--- src/hw/rtl/stable_priority_queue_top_macros.svh ---
// Assertion macros shared by the stable priority queue modules.
// The using module must have clk and rst_n in scope; no other dependencies.
`ifndef STABLE_PRIORITY_QUEUE_TOP_MACROS_SVH
`define STABLE_PRIORITY_QUEUE_TOP_MACROS_SVH

// Consequent checked in the same cycle as the antecedent.
`define SPQ_ASSERT_SAME(lbl, ante, cons, msg) \
  lbl: assert property (@(posedge clk) disable iff (!rst_n) (ante) |-> (cons)) \
    else $error(msg);

// Consequent checked in the cycle after the antecedent.
`define SPQ_ASSERT_NEXT(lbl, ante, cons, msg) \
  lbl: assert property (@(posedge clk) disable iff (!rst_n) (ante) |=> (cons)) \
    else $error(msg);

`endif

--- src/hw/rtl/spq_pkg.sv ---
// Types and constants for the stable priority queue.
// No dependencies; used by the interfaces, controller, datapath and top level.
package spq_pkg;

  localparam int unsigned ID_W     = 16;
  localparam int unsigned KIND_W   = 8;
  localparam int unsigned PRIO_W   = 32;
  localparam int unsigned STATUS_W = 3;
  localparam int unsigned COUNT_W  = 5;

  localparam logic ACT_INSERT = 1'b0;
  localparam logic ACT_REMOVE = 1'b1;

  typedef enum logic [STATUS_W-1:0] {
    STAT_OK    = 3'd0,
    STAT_DUP   = 3'd1,
    STAT_NULL  = 3'd2,
    STAT_FULL  = 3'd3,
    STAT_EMPTY = 3'd4
  } status_t;

  typedef enum logic {
    ST_IDLE = 1'b0,
    ST_EVAL = 1'b1
  } spq_state_t;

  // Commands from the controller to the datapath.
  typedef struct packed {
    logic capture;  // register the request word and the per-cell compares
    logic commit;   // update the cells and load the output register
  } spq_cmd_t;

endpackage

--- src/hw/rtl/spq_if.sv ---
// Valid/ready channel interfaces for the request and result words.
// Depends on spq_pkg for field widths.
interface spq_in_if;
  logic                              valid;
  logic                              ready;
  logic                              action;
  logic [spq_pkg::ID_W-1:0]          item_id;
  logic [spq_pkg::KIND_W-1:0]        item_kind;
  logic signed [spq_pkg::PRIO_W-1:0] priority_req;

  modport source (output valid, action, item_id, item_kind, priority_req, input ready);
  modport sink   (input valid, action, item_id, item_kind, priority_req, output ready);
endinterface

interface spq_out_if;
  logic                              valid;
  logic                              ready;
  logic [spq_pkg::STATUS_W-1:0]      status;
  logic [spq_pkg::COUNT_W-1:0]       count;
  logic [spq_pkg::ID_W-1:0]          out_item;
  logic [spq_pkg::KIND_W-1:0]        out_kind;
  logic signed [spq_pkg::PRIO_W-1:0] out_priority;

  modport source (output valid, status, count, out_item, out_kind, out_priority, input ready);
  modport sink   (input valid, status, count, out_item, out_kind, out_priority, output ready);
endinterface

--- src/hw/rtl/stable_priority_queue_top.sv ---
// Top level of the stable priority queue; joins controller and datapath.
// Depends on spq_pkg, spq_if.sv, spq_ctrl and spq_dp.

// Bounded priority queue of CAPACITY entries (2 to 1024), smaller priority
// first, equal priorities in arrival order. Each request word has a capture
// step, which registers the handle and priority compares of every cell
// against the word, and a commit step, which checks null, duplicate and full,
// shifts the cell row and loads the result register. The result register
// decouples the output; the next request is taken while a result waits, but
// its commit waits until that result has been taken. No clearing pass is
// needed after reset. The count field wraps modulo 32 for capacities above 31.
module stable_priority_queue_top #(
  parameter int unsigned CAPACITY = 16
) (
  input  logic       clk,
  input  logic       rst_n,
  spq_in_if.sink     in_ch,
  spq_out_if.source  out_ch
);

  spq_pkg::spq_cmd_t cmd;

  spq_ctrl u_ctrl (
    .clk       (clk),
    .rst_n     (rst_n),
    .in_valid  (in_ch.valid),
    .in_ready  (in_ch.ready),
    .out_valid (out_ch.valid),
    .out_ready (out_ch.ready),
    .cmd       (cmd)
  );

  spq_dp #(
    .CAPACITY (CAPACITY)
  ) u_dp (
    .clk             (clk),
    .rst_n           (rst_n),
    .cmd             (cmd),
    .in_action       (in_ch.action),
    .in_item_id      (in_ch.item_id),
    .in_item_kind    (in_ch.item_kind),
    .in_priority_req (in_ch.priority_req),
    .out_status      (out_ch.status),
    .out_count       (out_ch.count),
    .out_item        (out_ch.out_item),
    .out_kind        (out_ch.out_kind),
    .out_priority    (out_ch.out_priority)
  );

endmodule

--- src/hw/rtl/spq_ctrl.sv ---
// Controller for the stable priority queue: accepts a request word, then
// commits it once the output register is free. Depends on spq_pkg and the macros.
`include "stable_priority_queue_top_macros.svh"

module spq_ctrl (
  input  logic              clk,
  input  logic              rst_n,
  input  logic              in_valid,
  output logic              in_ready,
  output logic              out_valid,
  input  logic              out_ready,
  output spq_pkg::spq_cmd_t cmd
);

  spq_pkg::spq_state_t state_r, state_nxt;
  logic                out_valid_r, out_valid_nxt;
  logic                slot_free;

  assign slot_free = !out_valid_r || out_ready;

  always_ff @(posedge clk) begin
    if (!rst_n) begin
      state_r     <= spq_pkg::ST_IDLE;
      out_valid_r <= 1'b0;
    end else begin
      state_r     <= state_nxt;
      out_valid_r <= out_valid_nxt;
    end
  end

  always_comb begin
    state_nxt     = state_r;
    out_valid_nxt = out_valid_r && !out_ready;
    in_ready      = 1'b0;
    cmd           = '0;
    unique case (state_r)
      spq_pkg::ST_IDLE: begin
        in_ready = 1'b1;
        if (in_valid) begin
          cmd.capture = 1'b1;
          state_nxt   = spq_pkg::ST_EVAL;
        end
      end
      spq_pkg::ST_EVAL: begin
        // The queue only changes once the result has somewhere to go.
        if (slot_free) begin
          cmd.commit    = 1'b1;
          out_valid_nxt = 1'b1;
          state_nxt     = spq_pkg::ST_IDLE;
        end
      end
      default: begin
        state_nxt = spq_pkg::ST_IDLE;
      end
    endcase
  end

  assign out_valid = out_valid_r;

  `SPQ_ASSERT_NEXT(a_capture_to_eval, cmd.capture, state_r == spq_pkg::ST_EVAL, "capture did not enter evaluation")
  `SPQ_ASSERT_NEXT(a_commit_shows_word, cmd.commit, out_valid_r, "commit did not present a result word")
  `SPQ_ASSERT_NEXT(a_wait_on_stall, (state_r == spq_pkg::ST_EVAL) && out_valid_r && !out_ready, (state_r == spq_pkg::ST_EVAL) && !$past(cmd.commit), "committed while output register was blocked")

endmodule

--- src/hw/rtl/spq_dp.sv ---
// Datapath for the stable priority queue: a sorted row of cells with per-cell
// compares, the occupancy count and the result register. Depends on spq_pkg and the macros.
`include "stable_priority_queue_top_macros.svh"

module spq_dp #(
  parameter int unsigned CAPACITY = 16
) (
  input  logic                              clk,
  input  logic                              rst_n,
  input  spq_pkg::spq_cmd_t                 cmd,
  input  logic                              in_action,
  input  logic [spq_pkg::ID_W-1:0]          in_item_id,
  input  logic [spq_pkg::KIND_W-1:0]        in_item_kind,
  input  logic signed [spq_pkg::PRIO_W-1:0] in_priority_req,
  output logic [spq_pkg::STATUS_W-1:0]      out_status,
  output logic [spq_pkg::COUNT_W-1:0]       out_count,
  output logic [spq_pkg::ID_W-1:0]          out_item,
  output logic [spq_pkg::KIND_W-1:0]        out_kind,
  output logic signed [spq_pkg::PRIO_W-1:0] out_priority
);

  localparam int unsigned OCC_W = $clog2(CAPACITY + 1);

  // Cell storage; each cell reads only itself and its two neighbors.
  logic [spq_pkg::ID_W-1:0]          cell_handle_r [CAPACITY];
  logic [spq_pkg::KIND_W-1:0]        cell_kind_r   [CAPACITY];
  logic signed [spq_pkg::PRIO_W-1:0] cell_prio_r   [CAPACITY];
  logic [OCC_W-1:0]                  occ_r, occ_nxt;

  // Request word and per-cell compare results, taken at capture.
  logic                              req_action_r;
  logic [spq_pkg::ID_W-1:0]          req_id_r;
  logic [spq_pkg::KIND_W-1:0]        req_kind_r;
  logic signed [spq_pkg::PRIO_W-1:0] req_prio_r;
  logic [CAPACITY-1:0]               match_r;
  logic [CAPACITY-1:0]               le_r;

  logic [CAPACITY-1:0]               valid;
  logic [CAPACITY-1:0]               keep;
  logic                              is_null, is_dup, is_full, is_empty;
  logic                              ins_ok, rem_ok;
  spq_pkg::status_t                  status;
  logic [OCC_W+spq_pkg::COUNT_W-1:0] count_ext;

  logic [spq_pkg::STATUS_W-1:0]      out_status_r;
  logic [spq_pkg::COUNT_W-1:0]       out_count_r;
  logic [spq_pkg::ID_W-1:0]          out_item_r;
  logic [spq_pkg::KIND_W-1:0]        out_kind_r;
  logic signed [spq_pkg::PRIO_W-1:0] out_priority_r;

  always_ff @(posedge clk) begin
    if (cmd.capture) begin
      req_action_r <= in_action;
      req_id_r     <= in_item_id;
      req_kind_r   <= in_item_kind;
      req_prio_r   <= in_priority_req;
    end
  end

  for (genvar g = 0; g < CAPACITY; g++) begin : g_cmp
    always_ff @(posedge clk) begin
      if (cmd.capture) begin
        match_r[g] <= (cell_handle_r[g] == in_item_id);
        le_r[g]    <= (cell_prio_r[g] <= in_priority_req);
      end
    end
  end

  always_comb begin
    for (int i = 0; i < CAPACITY; i++) begin
      valid[i] = OCC_W'(i) < occ_r;
    end
  end

  // Cells in front of the insert point are those that are live and not
  // larger than the new priority; since the row is sorted they form a prefix.
  assign keep     = le_r & valid;
  assign is_null  = (req_id_r == '0);
  assign is_dup   = |(match_r & valid);
  assign is_full  = (occ_r == OCC_W'(CAPACITY));
  assign is_empty = (occ_r == '0);
  assign ins_ok   = (req_action_r == spq_pkg::ACT_INSERT) && !is_null && !is_dup && !is_full;
  assign rem_ok   = (req_action_r == spq_pkg::ACT_REMOVE) && !is_empty;

  always_comb begin
    if (req_action_r == spq_pkg::ACT_INSERT) begin
      if (is_null) begin
        status = spq_pkg::STAT_NULL;
      end else if (is_dup) begin
        status = spq_pkg::STAT_DUP;
      end else if (is_full) begin
        status = spq_pkg::STAT_FULL;
      end else begin
        status = spq_pkg::STAT_OK;
      end
    end else begin
      status = is_empty ? spq_pkg::STAT_EMPTY : spq_pkg::STAT_OK;
    end
  end

  always_comb begin
    occ_nxt = occ_r;
    if (ins_ok) begin
      occ_nxt = occ_r + 1'b1;
    end else if (rem_ok) begin
      occ_nxt = occ_r - 1'b1;
    end
  end

  // The count word wraps when the capacity does not fit in it.
  assign count_ext = {{spq_pkg::COUNT_W{1'b0}}, occ_nxt};

  always_ff @(posedge clk) begin
    if (!rst_n) begin
      occ_r <= '0;
    end else if (cmd.commit) begin
      occ_r <= occ_nxt;
    end
  end

  for (genvar g = 0; g < CAPACITY; g++) begin : g_cell
    logic [spq_pkg::ID_W-1:0]          up_handle, dn_handle;
    logic [spq_pkg::KIND_W-1:0]        up_kind, dn_kind;
    logic signed [spq_pkg::PRIO_W-1:0] up_prio, dn_prio;
    logic                              front_kept;

    if (g == 0) begin : g_head
      assign up_handle  = cell_handle_r[g];
      assign up_kind    = cell_kind_r[g];
      assign up_prio    = cell_prio_r[g];
      assign front_kept = 1'b1;
    end else begin : g_body
      assign up_handle  = cell_handle_r[g-1];
      assign up_kind    = cell_kind_r[g-1];
      assign up_prio    = cell_prio_r[g-1];
      assign front_kept = keep[g-1];
    end

    if (g == CAPACITY - 1) begin : g_last
      assign dn_handle = cell_handle_r[g];
      assign dn_kind   = cell_kind_r[g];
      assign dn_prio   = cell_prio_r[g];
    end else begin : g_inner
      assign dn_handle = cell_handle_r[g+1];
      assign dn_kind   = cell_kind_r[g+1];
      assign dn_prio   = cell_prio_r[g+1];
    end

    always_ff @(posedge clk) begin
      if (cmd.commit && ins_ok && !keep[g]) begin
        if (front_kept) begin
          cell_handle_r[g] <= req_id_r;
          cell_kind_r[g]   <= req_kind_r;
          cell_prio_r[g]   <= req_prio_r;
        end else begin
          cell_handle_r[g] <= up_handle;
          cell_kind_r[g]   <= up_kind;
          cell_prio_r[g]   <= up_prio;
        end
      end else if (cmd.commit && rem_ok) begin
        cell_handle_r[g] <= dn_handle;
        cell_kind_r[g]   <= dn_kind;
        cell_prio_r[g]   <= dn_prio;
      end
    end
  end

  always_ff @(posedge clk) begin
    if (cmd.commit) begin
      out_status_r <= status;
      out_count_r  <= count_ext[spq_pkg::COUNT_W-1:0];
      if (rem_ok) begin
        out_item_r     <= cell_handle_r[0];
        out_kind_r     <= cell_kind_r[0];
        out_priority_r <= cell_prio_r[0];
      end else begin
        out_item_r     <= '0;
        out_kind_r     <= '0;
        out_priority_r <= '0;
      end
    end
  end

  assign out_status   = out_status_r;
  assign out_count    = out_count_r;
  assign out_item     = out_item_r;
  assign out_kind     = out_kind_r;
  assign out_priority = out_priority_r;

  `SPQ_ASSERT_SAME(a_occ_bound, 1'b1, occ_r <= OCC_W'(CAPACITY), "occupancy exceeds capacity")
  `SPQ_ASSERT_NEXT(a_insert_grows, cmd.commit && ins_ok, occ_r == OCC_W'($past(occ_r) + 1'b1), "insert did not add one entry")
  `SPQ_ASSERT_NEXT(a_remove_shrinks, cmd.commit && rem_ok, occ_r == OCC_W'($past(occ_r) - 1'b1), "remove did not take one entry")

endmodule
--- src/flat_wrapper.sv ---
// flat-port wrapper written by rule: the top's interface ports become plain ports
module stable_priority_queue_top_flat 
#(
  parameter int unsigned CAPACITY = 16
)
  (clk, rst_n, in_ch_valid, in_ch_action, in_ch_item_id, in_ch_item_kind, in_ch_priority_req, in_ch_ready, out_ch_valid, out_ch_status, out_ch_count, out_ch_out_item, out_ch_out_kind, out_ch_out_priority, out_ch_ready);
  spq_in_if in_ch_i ();
  spq_out_if out_ch_i ();
  input  logic clk;
  input  logic rst_n;
  input wire logic [$bits(in_ch_i.valid)-1:0] in_ch_valid;
  input wire logic [$bits(in_ch_i.action)-1:0] in_ch_action;
  input wire logic [$bits(in_ch_i.item_id)-1:0] in_ch_item_id;
  input wire logic [$bits(in_ch_i.item_kind)-1:0] in_ch_item_kind;
  input wire logic [$bits(in_ch_i.priority_req)-1:0] in_ch_priority_req;
  output wire logic [$bits(in_ch_i.ready)-1:0] in_ch_ready;
  output wire logic [$bits(out_ch_i.valid)-1:0] out_ch_valid;
  output wire logic [$bits(out_ch_i.status)-1:0] out_ch_status;
  output wire logic [$bits(out_ch_i.count)-1:0] out_ch_count;
  output wire logic [$bits(out_ch_i.out_item)-1:0] out_ch_out_item;
  output wire logic [$bits(out_ch_i.out_kind)-1:0] out_ch_out_kind;
  output wire logic [$bits(out_ch_i.out_priority)-1:0] out_ch_out_priority;
  input wire logic [$bits(out_ch_i.ready)-1:0] out_ch_ready;
  assign in_ch_i.valid = in_ch_valid;
  assign in_ch_i.action = in_ch_action;
  assign in_ch_i.item_id = in_ch_item_id;
  assign in_ch_i.item_kind = in_ch_item_kind;
  assign in_ch_i.priority_req = in_ch_priority_req;
  assign in_ch_ready = in_ch_i.ready;
  assign out_ch_valid = out_ch_i.valid;
  assign out_ch_status = out_ch_i.status;
  assign out_ch_count = out_ch_i.count;
  assign out_ch_out_item = out_ch_i.out_item;
  assign out_ch_out_kind = out_ch_i.out_kind;
  assign out_ch_out_priority = out_ch_i.out_priority;
  assign out_ch_i.ready = out_ch_ready;
  stable_priority_queue_top #(.CAPACITY(CAPACITY)) u_core (.clk(clk), .rst_n(rst_n), .in_ch(in_ch_i), .out_ch(out_ch_i));
endmodule
--- config.mk ---
export PLATFORM = sky130hd
export DESIGN_NAME = stable_priority_queue_top_flat
export DESIGN_NICKNAME = d
export VERILOG_FILES = /design/src/hw/rtl/spq_pkg.sv /design/src/hw/rtl/spq_if.sv /design/src/hw/rtl/stable_priority_queue_top.sv /design/src/hw/rtl/spq_ctrl.sv /design/src/hw/rtl/spq_dp.sv /design/src/flat_wrapper.sv
export VERILOG_INCLUDE_DIRS = /design/src /design/src/hw/rtl
export SDC_FILE = /design/constraint.sdc
export NUM_CORES = 2
export LEC_CHECK = 0
export ABC_AREA = 1
export BUFFER_PORTS_ARGS = -buffer_cell sky130_fd_sc_hd__clkbuf_2
export CAP_MARGIN = 20
export CORE_ASPECT_RATIO = 2
export CORE_MARGIN = 2
export CORE_UTILIZATION = 40
export DETAILED_ROUTE_END_ITERATION = 7
export SLEW_MARGIN = 10
export SYNTH_ARGS = -nofsm -noshare
export SYNTH_HDL_FRONTEND = slang
export SYNTH_HIERARCHICAL = 1
export SYNTH_SLANG_ARGS = --single-unit
--- constraint.sdc ---
create_clock -name clk -period 27.4 [get_ports clk]
set_input_delay 5.48 -clock clk [delete_from_list [all_inputs] [get_ports clk]]
set_output_delay 5.48 -clock clk [all_outputs]
set_load 0.03 [all_outputs]
# ---- Yosys cells after proc, flatten, opt, wreduce, memory -nomap -nowiden
# Memory sizes are Yosys's and may differ from the RTL's.
# Cells that the tools add are included.
dict set report word_totals {
  mem_bits_rw 896
  input_bits 61
  wordCells 478
  regBits 160
  mem_count 3
  out_inout_bits 66
}
dict set report classes {
  muxes 234
  magnitude_cmp 32
  bitwise 97
  reduce_logical 49
  n_eq_ne 17
  add_sub_neg 2
}
# memory words width read_ports rd_ports_with_merged_regs write_ports line
set mem_list {}
lappend mem_list {u_core.u_dp.cell_prio_r 16 32 16 0 16 spq_dp.sv:27} ;# logic signed [spq_pkg::PRIO_W-1:0] cell_prio_r [CAPACITY];
lappend mem_list {u_core.u_dp.cell_handle_r 16 16 16 0 16 spq_dp.sv:25} ;# logic [spq_pkg::ID_W-1:0] cell_handle_r [CAPACITY];
lappend mem_list {u_core.u_dp.cell_kind_r 16 8 16 0 16 spq_dp.sv:26} ;# logic [spq_pkg::KIND_W-1:0] cell_kind_r [CAPACITY];
# op count
set ops {}
lappend ops {{2-to-1 mux 32 bit} 31}
lappend ops {{<= comparator 32 bit} 16}
lappend ops {{2-to-1 mux 16 bit} 31}
lappend ops {{equality test 16 bit} 16}
lappend ops {{2-to-1 mux 8 bit} 31}
lappend ops {{2-to-1 mux 1 bit} 133}
lappend ops {{OR 1 bit} 93}
lappend ops {{less-than comparator 4 x 5 -> 1 bit (first input constant)} 8}
lappend ops {{bitwise AND 16 bit} 2}
lappend ops {{logical AND 1 bit} 23}
lappend ops {{zero test 1 bit} 22}
lappend ops {{less-than comparator 3 x 5 -> 1 bit (first input constant)} 4}
lappend ops {{zero test 16 bit} 1}
lappend ops {{OR reduction 16 bit} 1}
lappend ops {{less-than comparator 1 x 5 -> 1 bit (first input constant)} 2}
lappend ops {{less-than comparator 2 x 5 -> 1 bit (first input constant)} 2}
lappend ops {{2-to-1 mux 5 bit} 2}
lappend ops {{2-to-1 mux 2 bit} 3}
lappend ops {{2-to-1 mux 3 bit} 2}
lappend ops {{adder 5 x 1 -> 5 bit (second input constant)} 1}
lappend ops {{equality test 5 bit (second input constant)} 1}
lappend ops {{zero test 5 bit} 1}
lappend ops {{subtractor 5 x 1 -> 5 bit (second input constant)} 1}
lappend ops {{NOT 1 bit} 2}
lappend ops {{2 further kinds} 2}

# ---- Longest topological paths before layout
dict set report logic_depth {
  ltp_word 12
  mapped_depth 16
  mapped_depth_nobuf 14
}

# ---- Cells and area by module
# Netlist, hierarchy kept.
# mod cells_each area_per_inst_um2 seq_area_each_um2 n_inst
set by_module_without_submodules {}
lappend by_module_without_submodules {spq_dp 7584 67604.8 31600.3 1}
lappend by_module_without_submodules {spq_ctrl 11 83.8 40.0 1}

# ---- Worst setup path before layout
# OpenSTA, ideal clock, no wires.
dict set report synth_path {
  path_type {input-to-reg}
  startpoint {in out_ch_ready}
  endpoint {mem u_core/u_dp/cell_handle_r[1][112] in the netlist's numbering (enable)}
  setup_ps 551
  path_stages 5
  t_arrival_ps 12381
  path_buffers 1
  t_required_ps 26849
  setup_slack_ps 14469
  cell_sequence {inv_1 a21oi_2 inv_1 clkbuf_1 nor3b_1}
}
# item line
set synth_lines {}
lappend synth_lines {{start, declared} flat_wrapper.sv:23} ;# input wire logic [$bits(out_ch_i.ready)-1:0] out_ch_ready;
lappend synth_lines {{end, declared} spq_dp.sv:25}

==> impl_results.md <==
- Ys Warns: 6
- Post-detail-place hpwl: 185 mm
- IO buf count: 126
- Final setup viols: 0
- Row count: about 210
- Die Wd: 295 µm
- Fill cell count: 16462
- RSZ-0062 raised after global routing: false
- R2R depth: 15
- Post-CTS sizing: 0
- First-pass GRT wire length: 404 mm
- Post-synthesis register bit count: 1056
- Largest area contributor in the netlist: edfxtp_1
- Measured slew at the worst slew-check pin: between 1 and 1.5 ns
- CP Cell Sequence: clkbuf_2 -> inv_1 -> a21oi_4 -> buf_4 -> inv_1 -> nor2_4 -> buf_4 -> buf_4 -> buf_4 -> buf_4 -> buf_12 -> o21ai_0 -> nand2_1 -> nand2_1
- Syn-to-layout area delta: 7.60%
- Non-Filler Instances: 9595
- FMAX: about 90 MHz
- CP Data Arrival Time: about 12 ns
- Main synth FF type: edfxtp_1
- Max clock buf depth: 3
- Max-cap viol count: 0
- Initial Util: 0.403
- Mean area per synthesized cell: 8.91 µm²
- Die height: 586 µm
- Slew margin rel.: 0.208
- Tmin final: between 10 and 15 ns
- Routed WL per cell: 28.9 µm
- Hold path start: u_core/u_ctrl/out_valid
- Worst-path maximum fanout: 194
- I/O pin total: 127
- Vias in the first global route: 60846
- Total track usage: 0.315
- Via count: 61478
- Startpoint types: input port
- Number of standard cells after synthesis: 7595
- Critical R2R Launch: u_core/u_dp/occ_r[1]
- TritonCTS clock tree: built
- Top post-synthesis cells by area: edfxtp_1 47%, nand3_1 12%, ha_1 9.5%
- Worst slack, placed: 15.74 ns
- Critical Path Source: out_ch_ready
- DR pass1 iterations: 8
- Slowest CP cell: buf_4
- Ys async rst share: 0
- Worst skew pair latency: approximately 0.73 ns
- Fin nets: approximately 7800
- Register area: about 32000 µm²
- CTS sink count: 1056
- First-iteration detailed-routing DRC count: 6999
- Worst Path Required: 27.87 ns
- Clock Skew: ~0.037 ns
- Multi-input gate area: approximately 32000 µm²
- Setup ws final: 16.15 ns
- Status: finished clean
- Kind of critical path: input port to flop
- Placed cell count: 9404
- Setup total negative slack: 0 ns
- GP Congestion: roughly 0.98
- Power Total: 4.40 mW
- WHS Endpoint: u_core/u_ctrl/out_valid
- Hold bufs inserted after CTS: 0
- CTS Buf Count: ~100
- Core ar.: 168000 µm²
- Mapped Area: 67700 µm²
- Die ar.: 173000 µm²
- Leak: 28.3 nW
- Min-Delay Path Depth: 2
- Total gr overflow: 0
- Slowest stage delay, CP: ~0.87 ns
- Fraction of layout cells with a size suffix above 1: 0.0660
- Tcrit/Tclk final: 0.411
- ANT nets after route: 0
- Post-synth top area share: 0.465
- Via density: 6.41
- Pwr/cell area: 60.5 nW/µm²
- Worst reg2reg endpoint: u_core/u_dp/cell_prio_r[0][160]
- Max VDD drop: around 0.056 mV
- Routed WL: 277 mm
- Post-CTS setup repair buffer count: 0
- Initial antenna violation count: 8
- Clock transition at path regs: 0.06 ns
- Flop-to-flop setup slack: 20.43 ns
- Worst setup EP type: flop
- Number of synthesized flops with an enable pin: 1049
- Max-slew violations: 0
- Sequential area share after synthesis: 0.467
- DRC: 0
- Yosys cell types: 48
- Syn nets: 8172
- Largest net degree at the start of global routing: 199
- Root Driver: clkbuf_16
- Hold Crit Class: flop to flop
- Final hold violation count: 0
- Top cell by count, worst path: buf_4
- Fin util: 0.433
- CTS H-tree lvls: 3
power by group:
part	internal [mW]	switching, mW	total, mW
logic	0.227	0.622	0.849
registers	1.94	0.118	2.05
clock network	0.819	0.683	1.50
total	2.98	1.42	4.40
per-stage QoR:
| stage | hold slack, ns | area (µm²) |
|---|---|---|
| global placement | 0.502 | 69400 |
| CTS | 0.520 | 72700 |
| finish | 0.521 | 72800 |
| global route | 0.543 | 72800 |
| floorplan | 0.512 | 67700 |
| detailed placement | 0.510 | 69400 |
cells in the mapped netlist, types with 22 or more instances:
| master | count |
|---|---|
| buf_4 | 26 |
| nand2_1 | 1618 |
| nand3_1 | 1616 |
| buf_1 | 129 |
| nand4_1 | 839 |
| buf_6 | 30 |
| xor2_1 | 22 |
| ha_1 | 516 |
| o21a_1 | 33 |
| clkbuf_1 | 413 |
| inv_1 | 286 |
| nor4_1 | 28 |
| buf_2 | 91 |
| xnor2_1 | 201 |
| nor3_1 | 37 |
| o21ai_0 | 124 |
| o211ai_1 | 27 |
| o21ai_1 | 27 |
| nor2_1 | 102 |
| a21oi_1 | 263 |
| edfxtp_1 | 1049 |
logic make-up (layout without fill, tap and decap cells):
| kind of cell | after synthesis | in the layout | share of synthesized area |
|---|---|---|---|
| AOI/OAI and AO/OA | 524 | 524 | 0.0433 |
| xor gates and xnor gates | 223 | 223 | 0.0289 |
| adders and majority gates | 516 | 516 | 0.0954 |
| buffers and inverters | 986 | 726 | 0.0611 |
| DFF | 1056 | 1056 | 0.467 |
| other | 0 | 3 | 0 |
| and+or+nand+nor | 4290 | 4290 | 0.304 |
sequential cells by signal (all words and copies together), names as in the netlist:
| name | flops |
|---|---|
| u_core/u_dp/cell_prio_r | 512 |
| u_core/u_dp/cell_handle_r | 256 |
| u_core/u_dp/cell_kind_r | 128 |
| u_core/u_dp/out_priority | 32 |
| u_core/u_dp/req_prio_r | 32 |
| u_core/u_dp/le_r | 16 |
| u_core/u_dp/match_r | 16 |
| u_core/u_dp/out_item | 16 |
| u_core/u_dp/req_id_r | 16 |
| u_core/u_dp/out_kind | 8 |
| u_core/u_dp/req_kind_r | 8 |
| u_core/u_dp/occ_r | 5 |
| u_core/u_dp/out_count | 5 |
| u_core/u_dp/out_status | 3 |
| u_core/u_ctrl/out_valid | 1 |
| u_core/u_ctrl/state_r | 1 |
| u_core/u_dp/req_action_r | 1 |
area by class of cell:
| class | count | share of cell area |
|---|---|---|
| diodes | 3 | 0.000103 |
| clock buffers | 120 | 0.0363 |
| clock inverters | 62 | 0.00919 |
| inverters | 297 | 0.0154 |
| multi-input cells | 5553 | 0.443 |
| flip-flops and latches | 1056 | 0.434 |
| well taps | 2257 | 0.0388 |
| repair buffers | 247 | 0.0226 |
layout by cell type (no fill, tap or decap), types with 26 or more instances in the layout:
master	netlist	final
nand3_1	1616	1610
nand2_1	1618	1590
edfxtp_1	1049	1049
nand4_1	839	839
ha_1	516	516
inv_1	286	285
a21oi_1	263	263
xnor2_1	201	201
clkbuf_2	0	126
o21ai_0	124	123
buf_4	26	113
clkbuf_16	0	103
nor2_1	102	100
nor3_1	37	37
o21a_1	33	33
o21ai_1	27	28
o211ai_1	27	27
nand2_4	0	26
nor4_1	28	26
worst max-delay path, delay by kind of cell:
family | cells | cell delay, ns
buf+inv | 9 | 5.11
compound gates | 2 | 0.27
simple gates | 3 | 0.44
worst max path at each step:
| stage | to | slack, ns | cells after the start |
|---|---|---|---|
| 2_1_floorplan | u_core/u_dp/cell_handle_r[1][112] | 14.47 | 5 |
| 3_3_place_gp | u_core/u_dp/cell_prio_r[1][0] | 15.79 | 14 |
| 3_5_place_dp | u_core/u_dp/cell_prio_r[1][0] | 15.74 | 14 |
| 4_1_cts | u_core/u_dp/cell_prio_r[1][0] | 16.51 | 14 |
| 5_1_grt | u_core/u_dp/cell_prio_r[1][3] | 16.02 | 15 |
| 6_report | u_core/u_dp/cell_prio_r[1][0] | 16.15 | 14 |
routing by layer:
layer	routed length, µm	global-route usage	vias up
li1	-	-	26948
met1	86300	0.314	29798
met3	19400	0.0462	1137
met4	33600	0.326	4
met5	20	0	-
met2	138000	0.544	3591
Power figures use the tool's default switching activity.
